===== config.mk =====
export PLATFORM = sky130hd
export DESIGN_NAME = stack_with_pop_minimum_flat
export DESIGN_NICKNAME = d
export VERILOG_FILES = /design/src/rtl/swpm_pkg.sv /design/src/rtl/swpm_in_if.sv /design/src/rtl/swpm_out_if.sv /design/src/rtl/stack_with_pop_minimum.sv /design/src/flat_wrapper.sv
export SDC_FILE = /design/constraint.sdc
export NUM_CORES = 1
export LEC_CHECK = 0
export BUFFER_PORTS_ARGS = -buffer_cell sky130_fd_sc_hd__buf_2
export CORE_MARGIN = 3
export CORE_UTILIZATION = 25
export CTS_CLUSTER_SIZE = 16
export DETAILED_ROUTE_END_ITERATION = 8
export GPL_TIMING_DRIVEN = 0
export PLACE_DENSITY_LB_ADDON = 0.1
export SLEW_MARGIN = 15
export SYNTH_ARGS = -nofsm -noshare
export SYNTH_HDL_FRONTEND = slang
export SYNTH_SLANG_ARGS = --single-unit

===== constraint.sdc =====
create_clock -name clk -period 6.74 [get_ports clk]
set_clock_uncertainty 0.15 [all_clocks]
set_input_delay 0.674 -clock clk [delete_from_list [all_inputs] [get_ports clk]]
set_output_delay 0.674 -clock clk [all_outputs]
set_load 0.02 [all_outputs]

===== src/rtl/swpm_pkg.sv =====
// Shared types and codes for the stack with pop-minimum.
package swpm_pkg;

	localparam int unsigned DATA_W = 32;

	typedef enum logic [1:0] {
		MODE_PUSH   = 2'd0,
		MODE_POP    = 2'd1,
		MODE_PEEK   = 2'd2,
		MODE_POPMIN = 2'd3
	} mode_t;

	typedef enum logic [1:0] {
		ST_OK    = 2'd0,
		ST_EMPTY = 2'd1,
		ST_FULL  = 2'd2
	} status_t;

	typedef logic signed [DATA_W-1:0] data_t;

endpackage


===== src/rtl/swpm_in_if.sv =====
// Request channel: operation code and value to push.
interface swpm_in_if;
	import swpm_pkg::*;

	logic  valid;
	logic  ready;
	mode_t mode;
	data_t push_value;

	modport source (output valid, output mode, output push_value, input ready);
	modport sink   (input valid, input mode, input push_value, output ready);
endinterface


===== src/rtl/swpm_out_if.sv =====
// Result channel: value, status and empty flag.
interface swpm_out_if;
	import swpm_pkg::*;

	logic    valid;
	logic    ready;
	data_t   result_value;
	status_t status;
	logic    now_empty;

	modport source (output valid, output result_value, output status, output now_empty,
		input ready);
	modport sink   (input valid, input result_value, input status, input now_empty,
		output ready);
endinterface


===== src/rtl/stack_with_pop_minimum.sv =====
// Bounded stack of signed 32-bit values with push, pop, peek and pop-minimum.
//
// Requests arrive on in_ch (mode, push_value); each yields one transaction on
// out_ch (result_value, status, now_empty). Both use valid/ready handshakes.
// A push, or any request on an empty stack, has its result registered at the
// accepting edge; pop and peek first go through one registered memory read
// (S_READ); pop-minimum first runs the S_SCAN and S_SHIFT passes.
// Pop-minimum walks the store once to find the first smallest entry, then
// moves every entry above it down by one. Both passes run through the single
// read port of the element memory, one entry per cycle, with one comparator
// and one index counter shared between them.
// One request is in progress at a time: no new request is taken while one is
// being worked on. in_ch is ready again once the result has been taken, or
// in the cycle it is taken. A stalled out_ch holds the result and keeps in_ch
// blocked until it drains. Reset empties the stack at once; memory contents
// are not cleared, and stale contents are never used before being written.
module stack_with_pop_minimum #(
	parameter int unsigned DEPTH = 16
) (
	input  logic              clk,
	input  logic              arst_n,
	swpm_in_if.sink           in_ch,
	swpm_out_if.source        out_ch
);
	import swpm_pkg::*;

	localparam int unsigned AW = $clog2(DEPTH);
	localparam int unsigned CW = $clog2(DEPTH + 1);

	typedef enum logic [3:0] {
		S_IDLE  = 4'b0001,
		S_READ  = 4'b0010,
		S_SCAN  = 4'b0100,
		S_SHIFT = 4'b1000
	} state_t;

	state_t          state_q;
	mode_t           mode_q;
	logic [CW-1:0]   count_q;
	logic [AW-1:0]   idx_q;
	logic [AW-1:0]   best_idx_q;
	data_t           best_q;
	data_t           rd_data_q;
	data_t           mem [DEPTH];

	data_t           res_value_q;
	status_t         res_status_q;
	logic            res_empty_q;
	logic            out_valid_q;

	logic            accept;
	logic            out_take;
	logic [AW-1:0]   rd_addr;
	logic            wr_en;
	logic [AW-1:0]   wr_addr;
	data_t           wr_data;
	logic            take_new;
	logic [AW-1:0]   best_idx_next;
	logic            scan_last;
	logic            shift_more;
	logic [CW-1:0]   count_dec;

	assign in_ch.ready = (state_q == S_IDLE) && (!out_valid_q || out_ch.ready);
	assign accept      = in_ch.valid && in_ch.ready;
	assign out_take    = out_valid_q && out_ch.ready;

	assign out_ch.valid        = out_valid_q;
	assign out_ch.result_value = res_value_q;
	assign out_ch.status       = res_status_q;
	assign out_ch.now_empty    = res_empty_q;

	assign count_dec = count_q - CW'(1);

	// Shared compare: first entry seeds the search, strict less keeps the lowest index
	assign take_new      = (idx_q == '0) || (rd_data_q < best_q);
	assign best_idx_next = take_new ? idx_q : best_idx_q;
	assign scan_last     = (CW'(idx_q) == count_dec);
	assign shift_more    = ((CW'(idx_q) + CW'(1)) < count_q);

	always_comb begin
		rd_addr = idx_q + AW'(1);
		case (state_q)
			S_IDLE: begin
				if (in_ch.mode == MODE_POPMIN)
					rd_addr = '0;
				else
					rd_addr = count_dec[AW-1:0];
			end
			S_SCAN: begin
				if (scan_last)
					rd_addr = best_idx_next + AW'(1);
				else
					rd_addr = idx_q + AW'(1);
			end
			S_SHIFT: rd_addr = idx_q + AW'(2);
			default: rd_addr = idx_q + AW'(1);
		endcase
	end

	always_comb begin
		wr_en   = 1'b0;
		wr_addr = idx_q;
		wr_data = rd_data_q;
		if (accept && in_ch.mode == MODE_PUSH && count_q < CW'(DEPTH)) begin
			wr_en   = 1'b1;
			wr_addr = count_q[AW-1:0];
			wr_data = in_ch.push_value;
		end else if (state_q == S_SHIFT && shift_more) begin
			wr_en = 1'b1;
		end
	end

	always_ff @(posedge clk) begin
		if (wr_en)
			mem[wr_addr] <= wr_data;
		rd_data_q <= mem[rd_addr];
	end

	always_ff @(posedge clk or negedge arst_n) begin
		if (!arst_n) begin
			state_q     <= S_IDLE;
			count_q     <= '0;
			out_valid_q <= 1'b0;
		end else begin
			if (out_take)
				out_valid_q <= 1'b0;
			case (state_q)
				S_IDLE: begin
					if (accept) begin
						if (in_ch.mode == MODE_PUSH) begin
							if (count_q < CW'(DEPTH))
								count_q <= count_q + CW'(1);
							out_valid_q <= 1'b1;
						end else if (count_q == '0) begin
							out_valid_q <= 1'b1;
						end else if (in_ch.mode == MODE_POPMIN) begin
							state_q <= S_SCAN;
						end else begin
							state_q <= S_READ;
						end
					end
				end
				S_READ: begin
					if (mode_q == MODE_POP)
						count_q <= count_dec;
					out_valid_q <= 1'b1;
					state_q     <= S_IDLE;
				end
				S_SCAN: begin
					if (scan_last)
						state_q <= S_SHIFT;
				end
				S_SHIFT: begin
					if (!shift_more) begin
						count_q     <= count_dec;
						out_valid_q <= 1'b1;
						state_q     <= S_IDLE;
					end
				end
				default: state_q <= S_IDLE;
			endcase
		end
	end

	// Datapath registers: index, best candidate and result fields
	always_ff @(posedge clk) begin
		case (state_q)
			S_IDLE: begin
				if (accept) begin
					mode_q <= in_ch.mode;
					idx_q  <= '0;
					if (in_ch.mode == MODE_PUSH) begin
						res_value_q  <= '0;
						res_status_q <= (count_q < CW'(DEPTH)) ? ST_OK : ST_FULL;
						res_empty_q  <= 1'b0;
					end else if (count_q == '0) begin
						res_value_q  <= '0;
						res_status_q <= ST_EMPTY;
						res_empty_q  <= 1'b1;
					end
				end
			end
			S_READ: begin
				res_value_q  <= rd_data_q;
				res_status_q <= ST_OK;
				res_empty_q  <= (mode_q == MODE_POP) && (count_dec == '0);
			end
			S_SCAN: begin
				if (take_new)
					best_q <= rd_data_q;
				best_idx_q <= best_idx_next;
				// hand the counter over to the shift pass at the chosen slot
				if (scan_last)
					idx_q <= best_idx_next;
				else
					idx_q <= idx_q + AW'(1);
			end
			S_SHIFT: begin
				idx_q <= idx_q + AW'(1);
				if (!shift_more) begin
					res_value_q  <= best_q;
					res_status_q <= ST_OK;
					res_empty_q  <= (count_dec == '0);
				end
			end
			default: idx_q <= idx_q;
		endcase
	end

	a_count_bound: assert property (@(posedge clk) disable iff (!arst_n)
		count_q <= CW'(DEPTH))
		else $error("fill count beyond depth");

	a_push_grows: assert property (@(posedge clk) disable iff (!arst_n)
		(accept && in_ch.mode == MODE_PUSH && count_q < CW'(DEPTH))
		|=> (count_q == $past(count_q) + CW'(1)))
		else $error("accepted push did not grow the stack");

	a_busy_nonempty: assert property (@(posedge clk) disable iff (!arst_n)
		(state_q == S_SCAN || state_q == S_SHIFT || state_q == S_READ) |-> (count_q != '0))
		else $error("memory pass on an empty stack");

	a_empty_flag: assert property (@(posedge clk) disable iff (!arst_n)
		(out_valid_q && res_status_q == ST_EMPTY) |-> res_empty_q)
		else $error("empty status without empty flag");

endmodule


===== src/flat_wrapper.sv =====
// flat-port wrapper written by rule: the top's interface ports become plain ports
module stack_with_pop_minimum_flat import swpm_pkg::*;
#(
	parameter int unsigned DEPTH = 16
)
  (clk, arst_n, in_ch_valid, in_ch_mode, in_ch_push_value, in_ch_ready, out_ch_valid, out_ch_result_value, out_ch_status, out_ch_now_empty, out_ch_ready);
  swpm_in_if in_ch_i ();
  swpm_out_if out_ch_i ();
  input  logic clk;
  input  logic arst_n;
  input wire logic [$bits(in_ch_i.valid)-1:0] in_ch_valid;
  input wire logic [$bits(in_ch_i.mode)-1:0] in_ch_mode;
  input wire logic [$bits(in_ch_i.push_value)-1:0] in_ch_push_value;
  output wire logic [$bits(in_ch_i.ready)-1:0] in_ch_ready;
  output wire logic [$bits(out_ch_i.valid)-1:0] out_ch_valid;
  output wire logic [$bits(out_ch_i.result_value)-1:0] out_ch_result_value;
  output wire logic [$bits(out_ch_i.status)-1:0] out_ch_status;
  output wire logic [$bits(out_ch_i.now_empty)-1:0] out_ch_now_empty;
  input wire logic [$bits(out_ch_i.ready)-1:0] out_ch_ready;
  assign in_ch_i.valid = in_ch_valid;
  assign in_ch_i.mode = in_ch_mode;
  assign in_ch_i.push_value = in_ch_push_value;
  assign in_ch_ready = in_ch_i.ready;
  assign out_ch_valid = out_ch_i.valid;
  assign out_ch_result_value = out_ch_i.result_value;
  assign out_ch_status = out_ch_i.status;
  assign out_ch_now_empty = out_ch_i.now_empty;
  assign out_ch_i.ready = out_ch_ready;
  stack_with_pop_minimum #(.DEPTH(DEPTH)) u_core (.clk(clk), .arst_n(arst_n), .in_ch(in_ch_i), .out_ch(out_ch_i));
endmodule

; Word level (Yosys, flattened, before mapping)
; Memory sizes are Yosys's and may differ from the RTL's. A register that Yosys moved wholly into a read port is not among the register bits.
; Index checks and enable logic that the tools add are counted.
[word_totals]
mem_bits_rw = 512
in_bits = 38
latchBits = 0
mem_count = 1
mem_bits_ro = 0
output_inout_bits = 37
wordCells = 106
register_bits = 87
[mem_list]
columns = memory, depth, width, read_ports, rd_ports_with_merged_regs, wr, line
row1 = u_core.mem, 16, 32, 1, 1, 1, stack_with_pop_minimum.sv:44  ; data_t mem [DEPTH];
[op_classes]
reduce_logical = 22
n_addsub = 6
eq_ne = 16
bitwise_logic = 0
n_shift = 0
n_mux = 48
order_cmp = 3
multipliers = 0
div_mod_pow = 0
[op_table]
columns = operator, count
row1 = 32-bit 2-to-1 mux, 5
row2 = 32-bit one-hot mux with 3 select lines, 1
row3 = 4-bit 2-to-1 mux, 11
row4 = 4-bit one-hot mux with 3 select lines, 3
row5 = 32-bit < comparator, 1
row6 = 5-bit 2-to-1 mux, 5
row7 = 5-bit one-hot mux with 3 select lines, 1
row8 = 1-bit 2-to-1 mux, 13
row9 = 5-bit zero test, 2
row10 = 2-bit 2-to-1 mux, 5
row11 = 2-bit != test (second input constant), 5
row12 = 4-bit by 1-bit adder with 4-bit output (second input constant), 2
row13 = 1-bit logical AND, 7
row14 = 2-bit by 1-bit != test with 1-bit output (second input constant), 3
row15 = 1-bit one-hot mux with 3 select lines, 2
row16 = 2-bit one-hot mux with 3 select lines, 1
row17 = 2-bit AND reduction, 3
row18 = 6-bit AND reduction, 1
row19 = 3-bit nonzero test, 2
row20 = 4-bit by 1-bit adder with 5-bit output (second input constant), 1
row21 = 5-bit by 1-bit adder with 5-bit output (second input constant), 1
row22 = 4-bit by 5-bit equality test with 1-bit output, 1
row23 = 5-bit < comparator, 1
row24 = 5-bit < comparator (second input constant), 1
row25 = 16 further kinds, 17

; Longest topological paths before layout
; Gate-level depths: netlist (run 1).
[logic_depth]
word_depth = 9
mapped_depth = 18
ltp_nobuf = 16

; Least setup slack after synthesis (run 1)
; OpenSTA, ideal clock, no wires.
[synth_path]
path_kind = register to register
startpoint = register u_core.idx_q[0]
endpoint = register u_core.res_empty_q (netlist: u_core.out_ch.now_empty) (enable)
setup_ps = 471
path_stages_with_launch = 13
required_ps = 6119
synth_period_minus_slack_ps = 5213
path_buffers = 2
slack_ps = 1527
t_arrival_ps = 4592
path_cell_list = edfxtp_1 clkbuf_1 inv_1 ha_1 ha_1 nor2b_1 o21a_1 o21ai_0 nand2b_1 a21oi_1 and2_1 clkbuf_1 nor3_1
[synth_between]
elab_chain_len = 4
[synth_lines]
columns = item, line
row1 = start: declaration, stack_with_pop_minimum.sv:40  ; logic [AW-1:0] idx_q;
row2 = start signal: assignment, stack_with_pop_minimum.sv:194  ; idx_q <= best_idx_next;
row3 = start signal: assignment, stack_with_pop_minimum.sv:196  ; idx_q <= idx_q + AW'(1);
row4 = start signal: assignment, stack_with_pop_minimum.sv:199  ; idx_q <= idx_q + AW'(1);
row5 = 4-bit by 1-bit adder with 5-bit output, stack_with_pop_minimum.sv:78  ; assign shift_more = ((CW'(idx_q) + CW'(1)) < count_q);
row6 = 5-bit < comparator, stack_with_pop_minimum.sv:78
row7 = 2-bit != test (no line), -
row8 = 4-bit AND reduction (no line), -
row9 = end signal: assignment, stack_with_pop_minimum.sv:186  ; res_empty_q <= (mode_q == MODE_POP) && (count_dec == '0);
row10 = end signal: assignment, stack_with_pop_minimum.sv:203  ; res_empty_q <= (count_dec == '0);
row11 = end: declaration, stack_with_pop_minimum.sv:48  ; logic res_empty_q;
; No other way between the ends.
; A chain may end at the register's enable or synchronous reset.

; Final worst setup path (run 1)
[layout_path]
startpoint = register u_core.rd_data_q[14], read port of u_core.mem
endpoint = register u_core.rd_data_q[25], read port of u_core.mem
[layout_between]
elab_chain_len = 6
[layout_lines]
columns = item, line
row1 = start: declaration, stack_with_pop_minimum.sv:43  ; data_t rd_data_q;
row2 = 32-bit < comparator, stack_with_pop_minimum.sv:75  ; assign take_new = (idx_q == '0) || (rd_data_q < best_q);
row3 = 1-bit logical OR, stack_with_pop_minimum.sv:75
row4 = 4-bit 2-to-1 mux, stack_with_pop_minimum.sv:76  ; assign best_idx_next = take_new ? idx_q : best_idx_q;
row5 = named net u_core.best_idx_next[1], stack_with_pop_minimum.sv:58  ; logic [AW-1:0] best_idx_next;
row6 = 4-bit by 1-bit adder with 4-bit output, stack_with_pop_minimum.sv:91  ; rd_addr = best_idx_next + AW'(1);
row7 = 4-bit 2-to-1 mux, stack_with_pop_minimum.sv:90  ; if (scan_last)
row8 = 4-bit one-hot mux with 3 select lines, stack_with_pop_minimum.sv:82  ; case (state_q)
; The timed path passes the listed nets, and every way through them passes these cells.

==> flow_summary.yaml, run 1 <==
routing:
  vias: 14400
  finalWirelength_um: 76500
  ant_nets: 0
  via_per_inst: 4.44
  drtPass1Iterations: 5
  drc: 0
  drtIter0Drc: 1015
  routedWlPerCell_um: 23.6
yosys:
  synth_top_area_share_pct: 67.0
  synth_area_leader_cell: "edfxtp_1"
  ys_seq_area_share_pct: 70.4
  yosysWarningCount: 0
  yosys-top-cells-area: "edfxtp_1 67%, mux2i_1 9.8%, dfxtp_1 2.4%"
  async_flop_share_pct: 1.58
  ys_ff_latch: 631
  synth_edf_count: 589
  syn_nets: 1713
  syn_area_um2: 26400
  netlist_instances: 1631
  postSynthAreaPerCell_um2: 16.2
  synth_cell_types: 65
  yosys_most_used_dff: "edfxtp_1"
sta:
  rsz0062_at_grt: "no"
  fin_ws_ps: 863
  fmax_mhz: 170
  min_period_ps: 5880
  setup_violations: 0
  fin_crit_sh_pct: 87.2
  slew_violations: 0
  slew_headroom_pct: 29.7
  hold_viol_final: 0
  worst_pin_slew_ps: 1050
worst_setup_path:
  crit_type: "flip-flop to flip-flop"
  max_stage_delay_ps: 760
  cp_slowest_cell: "clkbuf_1"
  critPathTopFamily: "buffers and inverters"
  endpoint_kind: "flip-flop"
  worst-path-max-fanout: 10
  startpoint_type: "flip-flop"
  worstPathArrival_ps: 6170
  crit_chain: "ha_1 > nand4_1 > nor3_1 > or4b_1 > a31oi_1 > or3_1 > buf_6 > nand2_1 > mux2_2 > ha_1 > a221o_1 > buf_2 > buf_2 > clkbuf_1 > nand2_1 > o21ai_1 > o221ai_1"
  worstPathRequired_ps: 7030
  path_buf_inv: 4
placement:
  dpl.hpwl_um: 51800
  dp_slack_ps: 746
  routabilityCongestion: 0.764
  dpl-instance-area_um2: 29100
  port_buffers: 74
finish:
  diodes: 0
  drive_gt1_share_pct: 17.2
  finalNetCount: 1887
  final_cell_mix: "589 x edfxtp_1, 259 x mux2i_1, 128 x nand2_1"
  final_area_um2: 31200
  layout_commonest_cell: "edfxtp_1"
  syn_to_final_growth_pct: 18.4
  final_util_pct: 30.0
die:
  die_area_um2: 109000
  ioPinCount: 75
  die_height_um: 331
  initial_core_util_pct: 25.3
  die_x_um: 331
  num_rows: 118
  core_um2: 104000
clock_tree:
  post-cts-setup-buffers: 0
  post_cts_resize_count: 0
  postCtsHoldBufs: 1
  cts.sinks: 631
  cts_root_buffer: "clkbuf_16"
  clockBufferDepth: 3
  h-tree-depth: 3
  clkSlewWorstSetupHoldPaths_ps: 60
  clkLatencyLatePin_ps: 610
  cts_buffers: 72
  cts_tree: "done"
min_path:
  hold_path.class: "primary input to flip-flop"
run:
  max_cap_violations: 0
global_route:
  grtUsageTotal_pct: 14.1
  grt_max_degree: 22
  antenna_found_initial: 3
  grt-ovfl-total: 0
  grt_pass1_vias: 15100
  grt_pass1_wl_um: 110000
power_and_ir_drop:
  p_sw_share_pct: 39.7
  seq_power_share_pct: 33.5
  pwr-share-comb_pct: 44.8
  total_power_mw: 16.4
  vdd_drop_max_mv: 0.394
  power_leakage_nw: 11.0
  p_clk_share_pct: 21.7
  p_sw_mw: 6.51
  internal_power_mw: 9.89
  powerDensity_nw_per_um2: 525
outcome:
  status: "finished, final reports clean"
==> per-stage QoR <==
step	TNS [ps]	std cells	hold slack (ps)
5_1_grt	0	3239	135
2_1_floorplan	0	1631	228
3_3_place_gp	-344880	3085	323
4_1_cts	0	3239	104
6_report	0	3239	151
3_5_place_dp	0	3110	335
==> path summary, 6_finish.rpt <==
kind / endpoint / slack [ps] / from / depth (start not counted)
max: u_core.rd_data_q[25] / 860 / u_core.rd_data_q[14] / 17
min: u_core.mode_q[0] / 150 / in_ch_mode[0] / 1
max reg2reg: u_core.rd_data_q[25] / 860 / u_core.rd_data_q[14] / 17
min reg2reg: u_core.state_q[3] / 340 / u_core.state_q[1] / 1
max in group asynchronous: u_core.state_q[0] / 5850 / arst_n / 2
min in group asynchronous: u_core.count_q[3] / 310 / arst_n / 2
==> registers in the layout (all words and copies together), names as in the netlist <==
signal                      count
u_core.best_idx_q               4
u_core.best_q                  32
u_core.count_q                  5
u_core.idx_q                    4
u_core.mem                    512
u_core.mode_q                   2
u_core.out_ch.now_empty         1
u_core.out_ch.result_value     32
u_core.out_ch.status            2
u_core.out_ch.valid             1
u_core.rd_data_q               32
u_core.state_q                  4
==> final cells by class <==
| type | instances | area, um^2 |
|---|---|---|
| fillers | 10300 | 72800 |
| plain buffers | 82 | 719 |
| multi-input cells | 876 | 7070 |
| well taps | 1380 | 1730 |
| inverters | 42 | 158 |
| flip-flops and latches | 631 | 18600 |
| clock buffers | 101 | 1960 |
| repair buffers | 100 | 883 |
| clock inverters | 27 | 145 |
==> cell usage after synthesis, types with 23 or more instances <==
cell type	count
mux2i_1	259
inv_1	42
ha_1	44
nor2_1	34
dfxtp_1	32
o21ai_1	56
clkbuf_1	30
o21ai_0	57
buf_2	23
o221ai_1	32
edfxtp_1	589
mux2_1	48
a22oi_1	32
a21oi_1	23
nand2_1	128
mux2_2	51
==> metal layers <==
metal	wire (um)	track usage [%]	vias to the layer above
met5	0	0	-
li1	-	-	6661
met4	1290	3.67	0
met1	35300	19.1	7346
met3	2950	1.97	88
met2	37000	23.7	286
==> power groups by stage <==
| stage | Combinational, mW | Clock, mW | Sequential [mW] |
|---|---|---|---|
| finish | 7.34 | 3.57 | 5.50 |
| global route | 7.99 | 3.86 | 5.53 |
| CTS | 7.54 | 3.70 | 5.50 |
| detailed placement | 7.52 | 0 | 5.58 |
| global placement | 7.42 | 0 | 5.59 |
| floorplan | 4.80 | 0 | 5.46 |
==> logic make-up (layout without fill, tap and decap cells) <==
kind of cell / Yosys count / count (layout) / synth area share [%]
multiplexers: 358 / 358 / 14.1
AND/OR/NAND/NOR: 221 / 221 / 3.72
buffers and inverters: 124 / 352 / 3.32
XOR/XNOR: 15 / 15 / 0.602
flip-flops: 631 / 631 / 70.4
adder cells (fa/ha/maj): 44 / 44 / 2.09
AO/OA/AOI/OAI: 238 / 238 / 5.80
Note: power is estimated with default switching activity, not from simulation.
==> inputs of run 2 (changes only) <==
- CORE_UTILIZATION: 25 -> 62
==> flow_summary.yaml, run 2 (synthesis gave the netlist of run 1 again) <==
finish:
  largest-register: "u_core.mem"
  finalNetCount: 1875
  diodes: 0
  layout_commonest_cell: "edfxtp_1"
  largest_register_ff_count: 512
  drive_gt1_share_pct: 17.7
  final_area_um2: 30200
  nFillCells: 2521
  final_cell_mix: "589 x edfxtp_1, 259 x mux2i_1, 128 x nand2_1"
  layout.cells.non_filler: 2378
  syn_to_final_growth_pct: 14.5
clock_tree:
  cts_root_buffer: "clkbuf_16"
  h-tree-depth: 2
  cts.sinks: 631
  cts_tree: "done"
  clockBufferDepth: 3
  clkSlewWorstSetupHoldPaths_ps: 60
  cts_buffers: 61
  clkLatencyLatePin_ps: 620
power_and_ir_drop:
  vdd_drop_max_mv: 0.412
  total_power_mw: 15.9
  power_leakage_nw: 11.0
  powerDensity_nw_per_um2: 528
placement:
  dp_cells: 2261
  routabilityCongestion: 0.885
  port_buffers: 74
  dpl-instance-area_um2: 28100
  dpl.hpwl_um: 40800
routing:
  drtIter0Drc: 1631
  finalWirelength_um: 61000
  drc: 0
  via_per_inst: 6.20
  drtPass1Iterations: 6
  vias: 14700
  ant_nets: 0
  routedWlPerCell_um: 25.6
sta:
  hold_viol_final: 0
  slew_violations: 0
  fin_crit_sh_pct: 82.3
  finalSetupTns_ps: 0
  min_period_ps: 5550
  setup_violations: 0
  holdWs_ps: 143
  worst_pin_slew_ps: 1080
  fmax_mhz: 180
  rsz0062_at_grt: "no"
  slew_headroom_pct: 27.7
min_path:
  worstHoldEndpoint: "u_core.mode_q[1]"
  hp-start: "in_ch_mode[1]"
  hold_path.class: "primary input to flip-flop"
  hold-path-cell-count: 1
worst_setup_path:
  rr_worst_depth: 17
  endpoint_kind: "flip-flop"
  max_stage_delay_ps: 480
  worst-path-max-fanout: 10
  critPathTopFamily: "simple AND/OR/NAND/NOR gates"
  crit_type: "flip-flop to flip-flop"
  rr_endpoint: "u_core.rd_data_q[13]"
  path_common_cell: "buf_2"
  cp_slowest_cell: "buf_2"
  path_buf_inv: 4
  worstPathRequired_ps: 7040
  startpoint_type: "flip-flop"
  ff2ff_setup_slack_ps: 1190
  worstPathArrival_ps: 5850
  r2r-start: "u_core.rd_data_q[15]"
  crit_chain: "ha_1 > nand4_1 > nor3_1 > or4b_1 > a31oi_1 > or3_1 > buf_6 > nand2_1 > mux2_2 > ha_1 > a221o_1 > buf_2 > buf_2 > buf_2 > mux2i_1 > a22oi_1 > o221ai_1"
run:
  max_cap_violations: 0
die:
  ioPinCount: 75
  initial_core_util_pct: 63.7
  die_x_um: 212
  die_height_um: 212
  die_area_um2: 45100
  core_um2: 41400
  num_rows: 74
global_route:
  grt-ovfl-total: 0
  antenna_found_initial: 0
  grt_max_degree: 25
  grt_pass1_vias: 14900
  grtUsageTotal_pct: 27.5
  grt_pass1_wl_um: 90900
outcome:
  status: "finished, final reports clean"
==> run 2: cell count changes in the layout (fill, tap and decap cells not counted), sizes merged <==
cell      delta
buf          -1
bufinv       +7
clkbuf      -14
clkinv       -6
clkinvlp     +2
inv          -1
==> run 2: final cells by class <==
cell class / count / area, um^2 / area share (%)
flip-flops and latches: 631 / 18600 / 61.5
multi-input cells: 876 / 7070 / 23.4
clock buffers: 87 / 1770 / 5.85
repair buffers: 99 / 923 / 3.06
plain buffers: 82 / 719 / 2.38
well taps: 532 / 666 / 2.20
clock inverters: 29 / 332 / 1.10
inverters: 42 / 158 / 0.522
==> run 2: timing repair <==
| action | in CTS | in global routing |
|---|---|---|
| hold endpoints to repair | 10 | 0 |
| setup buffers | 0 | 0 |
| hold buffers | 1 | 0 |
| gates resized for setup | 0 | 0 |
==> run 2: layer usage <==
metal	share of wire [%]	vias up	track usage, %
met5	0	-	0
met4	2.8	0	8.69
met3	7.8	129	5.03
met2	48	609	45.6
met1	41	7367	37.5
li1	-	6636	-
==> run 2: report_power, final <==
part           leakage [nW]  total, mW  switching (mW)  internal, mW
Clock                  1.03       3.51            1.42          2.09
Sequential             5.74       5.43           0.284          5.15
Combinational          4.22       7.00            4.29          2.71
Total                  11.0       15.9            5.99          9.95
==> run 2: how the worst max path moves through the flow <==
stage                               startpoint                 endpoint  slack, ps  depth (start not counted)
after global placement         u_core.idx_q[0]        u_core.mem[1][14]       -120                         14
after floorplan                u_core.idx_q[0]  u_core.out_ch.now_empty       1530                         12
after CTS                 u_core.rd_data_q[15]     u_core.rd_data_q[13]       1270                         17
final                     u_core.rd_data_q[15]     u_core.rd_data_q[13]       1190                         17
after global routing      u_core.rd_data_q[15]     u_core.rd_data_q[13]       1050                         17
after detailed placement  u_core.rd_data_q[15]     u_core.rd_data_q[13]       1300                         17
==> run 2: stage by stage <==
stage	setup slack, ps	utilization (%)
floorplan	1530	-
global placement	-122	66.2
detailed placement	1300	67.9
CTS	1270	73.0
global route	1050	73.0
finish	1190	73.0
